`src/hdl/aks_pkg.sv`:
```
// Package for the ascending key sort unit: key width, default capacity and
// the item type that travels between the sort cells. No dependencies.
`timescale 1ns / 1ps

package aks_pkg;

    localparam int KEY_W           = 32;
    localparam int MAX_RECORDS_DEF = 64;
    localparam int STORE_DEPTH     = 64;

    // one key slot: occupancy flag and signed key
    typedef struct packed {
        logic                    valid;
        logic signed [KEY_W-1:0] key;
    } sort_item_t;

endpackage

```
`src/hdl/aks_cell.sv`:
```
// One cell of the sorting chain: holds one key, keeps the smaller of held and
// incoming key, passes the larger one on. Depends on aks_pkg.
`timescale 1ns / 1ps

module aks_cell
(
    input  logic               clk,
    input  logic               rst_n,
    input  logic               shift_en,  // unload: take neighbour's held key
    input  aks_pkg::sort_item_t ins_in,   // key arriving from the lower cell
    input  aks_pkg::sort_item_t shift_in, // held key of the upper cell
    output aks_pkg::sort_item_t ins_out,  // key handed to the upper cell
    output aks_pkg::sort_item_t held      // key kept here
);

    aks_pkg::sort_item_t held_reg;
    aks_pkg::sort_item_t held_next;
    aks_pkg::sort_item_t pass_reg;
    aks_pkg::sort_item_t pass_next;

    always_comb
    begin
        held_next = held_reg;
        pass_next = '0;
        if (shift_en)
        begin
            held_next = shift_in;
        end
        else if (ins_in.valid)
        begin
            if (!held_reg.valid)
            begin
                held_next = ins_in;
            end
            else if (ins_in.key < held_reg.key)
            begin
                held_next = ins_in;
                pass_next = held_reg;
            end
            else
            begin
                pass_next = ins_in;
            end
        end
    end

    always_ff @(posedge clk or negedge rst_n)
    begin
        if (!rst_n)
        begin
            held_reg <= '0;
            pass_reg <= '0;
        end
        else
        begin
            held_reg <= held_next;
            pass_reg <= pass_next;
        end
    end

    assign ins_out = pass_reg;
    assign held    = held_reg;

endmodule

```
`config.mk`:
```
export PLATFORM = sky130hd
export DESIGN_NAME = aks_cell
export DESIGN_NICKNAME = d
export VERILOG_FILES = /design/src/hdl/aks_pkg.sv /design/src/hdl/aks_cell.sv
export SDC_FILE = /design/constraint.sdc
export NUM_CORES = 1
export LEC_CHECK = 0
export ABC_CLOCK_PERIOD_IN_PS = 7500
export CAP_MARGIN = 20
export CORE_ASPECT_RATIO = 0.9
export CORE_MARGIN = 2
export CORE_UTILIZATION = 55
export DETAILED_ROUTE_END_ITERATION = 6
export DONT_BUFFER_PORTS = 1
export PLACE_DENSITY = 0.69
export RECOVER_POWER = 50
export SLEW_MARGIN = 25
export SYNTH_ARGS = -nofsm -noshare
export SYNTH_HDL_FRONTEND = slang
export SYNTH_SLANG_ARGS = --single-unit
```
`constraint.sdc`:
```
create_clock -name clk -period 7.5 [get_ports clk]
set_input_delay 1.125 -clock clk [delete_from_list [all_inputs] [get_ports clk]]
set_output_delay 1.125 -clock clk [all_outputs]
set_load 0.01 [all_outputs]
```
==> out/metrics.yaml, run 1 <==
routing:
  wl_met3_um: 635
  first_pass_iters: 4
  wl_per_cell_um: 18.1
  ant_nets: 0
  drc: 0
  viasPerCell: 5.65
  wl_met1_mm: 3.40
  top_layer_used: "met4"
  drt-total-wl_mm: 8.14
  drt_first_iter_violations: 69
  dr_wl_met2_mm: 4.04
  vias: 2541
place:
  port_buffers: 0
  hpwl_mm: 5.79
  placed_area_um2: 3860
  dp_cells: 435
  gp_congestion: 0.871
synth:
  synth-simple-area-share_pct: 9.89
  synthArstFlopShare_pct: 100
  ys.flop_type: "dfrtp_1"
  synth.avg_cell_area_um2: 10.5
  synthAdderAreaFrac_pct: 10.3
  synth_mux_area_share_pct: 25.5
  synthTopCellsByArea: "dfrtp_1 44%, mux2i_1 25%, ha_1 10%"
  synth_fp_nets: 460
  yosys.area.top_type: "dfrtp_1"
  synthXorXnorAreaFrac_pct: 0.232
  yosys-top-cells-count: "94 x mux2i_1, 68 x nand2_1, 66 x dfrtp_1, 33 x inv_1, 31 x ha_1"
  yosysSeqAreaShare_pct: 43.7
  synth.distinct_cells: 32
  synth.top_cell.area_share_pct: 43.7
  syn_area_um2: 3780
  synth_top_family_by_area: "multiplexers"
  synth_edf_count: 0
  yosys_register_bits: 66
  postSynthCellCount: 360
  synthMostInstantiatedCell: "mux2i_1"
  yosysWarnings: 0
  synth_compound_area_share_pct: 5.10
clock_network:
  clk_latency_ns: 0.34
  cts_root_buf: "clkbuf_8"
  cts.htree.levels: 3
  clk_path_buf_depth: 2
  cts_tree: "yes"
  cts_resized: 0
  cts-buffers-inserted: 9
  clock_sinks: 66
  post-cts-setup-buffers: 0
  postCtsHoldBufs: 0
  cts.clk_slew.worst_paths_ns: 0.07
setup_path:
  cp-end-kind: "register"
  worstPathArrival_ns: 4.20
  crit_path_cell_trace: "ha_1, nand4_1, nor4_1, nand4_1, a31oi_1, a2111oi_4, o21ai_4, buf_4, mux2_2"
  crit_required_ns: 7.72
  worst_r2r_startpoint: "held[31]"
  cp_max_fo: 17
  crit_end: "held[0]"
  regToRegEndpoint: "held[0]"
  critPathKind: "input port to register"
  r2r_cells: 10
  slowest_delay_ns: 0.67
  startpoint: "ins_in[31]"
  crit_top_cell: "nand4_1"
  cpMaxStageDelayCell: "o21ai_4"
  cp-start-kind: "input port"
  r2r_setup_slack_ns: 3.76
grt:
  grt_usage_pct: 21.6
  grt_overflow_total: 0
  grt_first_pass_wirelength_mm: 12.6
  first_global_vias: 2605
  grt_max_degree: 67
  antenna_found_initial: 0
floorplanning:
  die-height_um: 82.7
  dieArea_um2: 7560
  start_util_pct: 57.1
  core_um2: 6620
  io_pins: 135
  die_w_um: 91.4
  num_rows: 28
outcome:
  violations: "max-capacitance violations, max-slew violations"
  status: "finished, violations left"
timing:
  fin_crit_ns: 3.98
  slew_violations: 65
  setup_violations: 0
  finClkSkew_ns: 0.00460
  period_share_pct: 53.1
  tightest_slew_ns: 2.13
  fmax_mhz: 251
  finalHoldViolCount: 0
  timing.slew.headroom_pct: -41.9
  fin_tns_setup_ns: 0
  grt_setup_unrepaired: "no"
pwr:
  ir_worst_vdd_mv: 0.152
  internal-power_w: 0.000665
  p_per_area_nw_per_um2: 249
  leakage_nw: 2.05
  p_comb_share_pct: 26.8
  swShare_pct: 33.7
  p_switching_w: 0.000338
  clock_power_share_pct: 26.5
  pwr-share-seq_pct: 46.7
cells_and_area:
  final_area_um2: 4030
  drive_gt1_share_pct: 5.83
  antenna_cells: 0
  syn2layout_area_growth_pct: 6.59
  final_cell_count_no_fill: 450
  finalNetCount: 456
run:
  max_cap_viol_count: 1
hold_path:
  hp-class: "input port to asynchronous set/reset pin"
-- placed cells by master (no fill, tap or decap), types with 4 or more instances in the layout --
master    count
a21o_1        4
a21oi_1      11
clkbuf_8     11
dfrtp_1      66
ha_1         31
inv_1        33
mux2i_1      94
nand2_1      68
nand4_1       4
o21ai_0       4
-- area by class of cell --
class,instances,area [um^2]
flip-flops and latches,66,1650
multi-input cells,244,1960
inverters,33,124
fillers,525,2590
repair buffers,2,15.0
clock inverters,3,15.0
clock buffers,12,155
well taps,90,113
-- routing by layer --
metal | up-vias | track usage [%]
li1 | 1219 | -
met1 | 1226 | 24.5
met2 | 90 | 36.9
met3 | 6 | 9.35
met4 | 0 | 7.73
met5 | - | 0
-- metrics by stage --
step,worst slack (ns),hold slack [ns],util (%),total power (W)
floorplan,4.14,0.570,-,0.000684
global placement,3.26,0.585,58.1,0.000736
detailed placement,3.09,0.593,58.3,0.000746
CTS,3.45,0.456,60.9,0.00102
global route,3.30,0.455,60.9,0.00106
finish,3.52,0.480,60.9,0.00100
-- logic make-up (layout without fill, tap and decap cells) --
family | after synthesis | in the layout
AOI/OAI and AO/OA | 28 | 28
xor gates and xnor gates | 1 | 1
adders and majority gates | 31 | 31
buffers and inverters | 50 | 50
DFF | 66 | 66
muxes | 96 | 96
and+or+nand+nor | 88 | 88
-- power by group through the flow --
stage	registers [W]	logic (W)	clock network [W]
2_1_floorplan	0.000462	0.000221	0
3_3_place_gp	0.000474	0.000261	0
3_5_place_dp	0.000475	0.000271	0
4_1_cts	0.000469	0.000272	0.000276
5_1_grt	0.000474	0.000300	0.000288
6_report	0.000468	0.000269	0.000266
-- worst min path at each step --
stage,cells after the start,from,end
3_5_place_dp,2,held[5],ins_out[5]
2_1_floorplan,2,held[10],ins_out[10]
5_1_grt,0,rst_n,held[24]
4_1_cts,0,rst_n,ins_out[6]
6_report,0,rst_n,ins_out[32]
3_3_place_gp,2,held[21],ins_out[21]
-- worst max-delay path, delay by kind of cell --
kind / cells / cell delay (ns)
AO/OA/AOI/OAI: 3 / 1.08
adder cells (fa/ha/maj): 1 / 0.42
buffers and inverters: 1 / 0.42
multiplexers: 1 / 0.37
AND/OR/NAND/NOR: 3 / 0.79
No activity file was read; power rests on OpenSTA's default activity.
==> run 2: changes to the inputs <==
- ABC_CLOCK_PERIOD_IN_PS: 7500 -> 4000
- clock period: 7.5 -> 4 ns (I/O delays scaled with it)
==> out/metrics.yaml, run 2 (synthesized netlist as in run 1, its figures left out) <==
cells_and_area:
  most-common-layout-cells: "94 x mux2i_1, 68 x nand2_1, 66 x dfrtp_1"
  drive_gt1_share_pct: 6.35
  finalNetCount: 458
  syn2layout_area_growth_pct: 7.74
  antenna_cells: 0
  final_common_cell: "mux2i_1"
  final_cell_count_no_fill: 452
floorplanning:
  die_w_um: 91.4
  num_rows: 28
  die-height_um: 82.7
  start_util_pct: 57.1
  io_pins: 135
  core_um2: 6620
  dieArea_um2: 7560
place:
  gp_congestion: 0.826
  port_buffers: 0
  dp_cells: 436
  hpwl_mm: 5.78
timing:
  fin_crit_ns: 3.59
  fin_tns_setup_ns: 0
  finClkSkew_ns: 0.0109
  timing.slew.headroom_pct: -101
  setup_violations: 0
  period_share_pct: 89.6
  slew_violations: 67
  fmax_mhz: 279
  finalHoldViolCount: 0
  grt_setup_unrepaired: "no"
  tightest_slew_ns: 3.02
routing:
  drt-total-wl_mm: 8.18
  wl_per_cell_um: 18.1
  first_pass_iters: 4
  viasPerCell: 5.60
  drt_first_iter_violations: 56
  vias: 2529
  ant_nets: 0
  drc: 0
clock_network:
  post-cts-setup-buffers: 0
  cts.clk_slew.worst_paths_ns: 0.07
  clock_sinks: 66
  clk_path_buf_depth: 2
  cts_root_buf: "clkbuf_8"
  cts.htree.levels: 3
  cts_tree: "yes"
  cts-buffers-inserted: 9
  clk_latency_ns: 0.34
  cts_resized: 0
hold_path:
  min_to: "held[32]"
  hp-start: "shift_en"
  hp-class: "input port to register"
  min_path_cells: 1
grt:
  grt_usage_pct: 22.5
  first_global_vias: 2612
  antenna_found_initial: 0
  grt_max_degree: 67
  grt_first_pass_wirelength_mm: 13.0
  grt_overflow_total: 0
setup_path:
  r2r_setup_slack_ns: 0.41
  critPathKind: "register to register"
  r2r_cells: 10
  cp-start-kind: "register"
  worst_r2r_startpoint: "held[31]"
  regToRegEndpoint: "held[11]"
  cp_max_fo: 21
  crit_required_ns: 4.26
  cp-end-kind: "register"
  worstPathArrival_ns: 3.84
pwr:
  p_comb_share_pct: 26.1
  swShare_pct: 32.7
  leakage_nw: 2.07
  ir_worst_vdd_mv: 0.236
  internal-power_w: 0.00133
  p_per_area_nw_per_um2: 484
  pwr-share-seq_pct: 44.6
  clock_power_share_pct: 29.3
  p_switching_w: 0.000644
outcome:
  status: "finished, violations left"
  violations: "max-capacitance violations, max-slew violations"
run:
  max_cap_viol_count: 1
## run 2: through the flow
step	power (W)	hold WS [ns]	cell area, um^2	setup slack [ns]	util [%]
after floorplan	0.00128	0.304	3780	1.16	-
after global placement	0.00138	0.306	3860	0.597	58.3
after detailed placement	0.00140	0.306	3860	0.357	58.3
after CTS	0.00200	0.135	4090	0.405	61.8
after global routing	0.00209	0.365	4070	0.149	61.5
final	0.00197	0.385	4070	0.414	61.5
## run 2: repair_timing
| action | in CTS | in global routing |
|---|---|---|
| hold endpoints to repair | 66 | 0 |
| endpoints found under the setup margin | 0 | 0 |
| hold buffers | 1 | 0 |
## run 2: critical path, cell delays in order, from the launching register on
cell	delay, ns
dfrtp_1	0.45
inv_1	0.09
ha_1	0.40
nand4_1	0.18
nor4_1	0.42
nand4_1	0.16
a31oi_1	0.31
a2111oi_4	0.11
o21ai_4	0.77
buf_4	0.39
mux2i_1	0.23
## run 2: per-layer routing
metal	vias to the layer above	routed length, um	global-route usage (%)
li1	1222	-	-
met1	1201	3340	27.3
met2	96	4090	37.4
met3	10	662	8.89
met4	0	95	6.67
met5	-	0	0
## run 2: area by class of cell
type	count	area, um^2
Fill cell	532	2550
Timing Repair Buffer	4	32.5
Clock inverter	2	35.0
Tap cell	90	113
Inverter	33	124
Multi-Input combinational cell	244	1950
Sequential cell	66	1650
Clock buffer	13	169
## run 2: power by group through the flow
| stage | logic [W] | registers [W] | clock network, W |
|---|---|---|---|
| after floorplan | 0.000415 | 0.000867 | 0 |
| final | 0.000514 | 0.000879 | 0.000578 |
| after global placement | 0.000495 | 0.000890 | 0 |
| after detailed placement | 0.000508 | 0.000893 | 0 |
| after global routing | 0.000578 | 0.000891 | 0.000620 |
| after CTS | 0.000528 | 0.000881 | 0.000593 |
## run 2: worst max-delay path by stage
| stage | to | startpoint |
|---|---|---|
| 4_1_cts | held[10] | held[31] |
| 3_5_place_dp | held[6] | ins_in[31] |
| 6_report | held[11] | held[31] |
| 2_1_floorplan | ins_out[10] | ins_in[17] |
| 3_3_place_gp | held[3] | ins_in[31] |
| 5_1_grt | held[32] | rst_n |
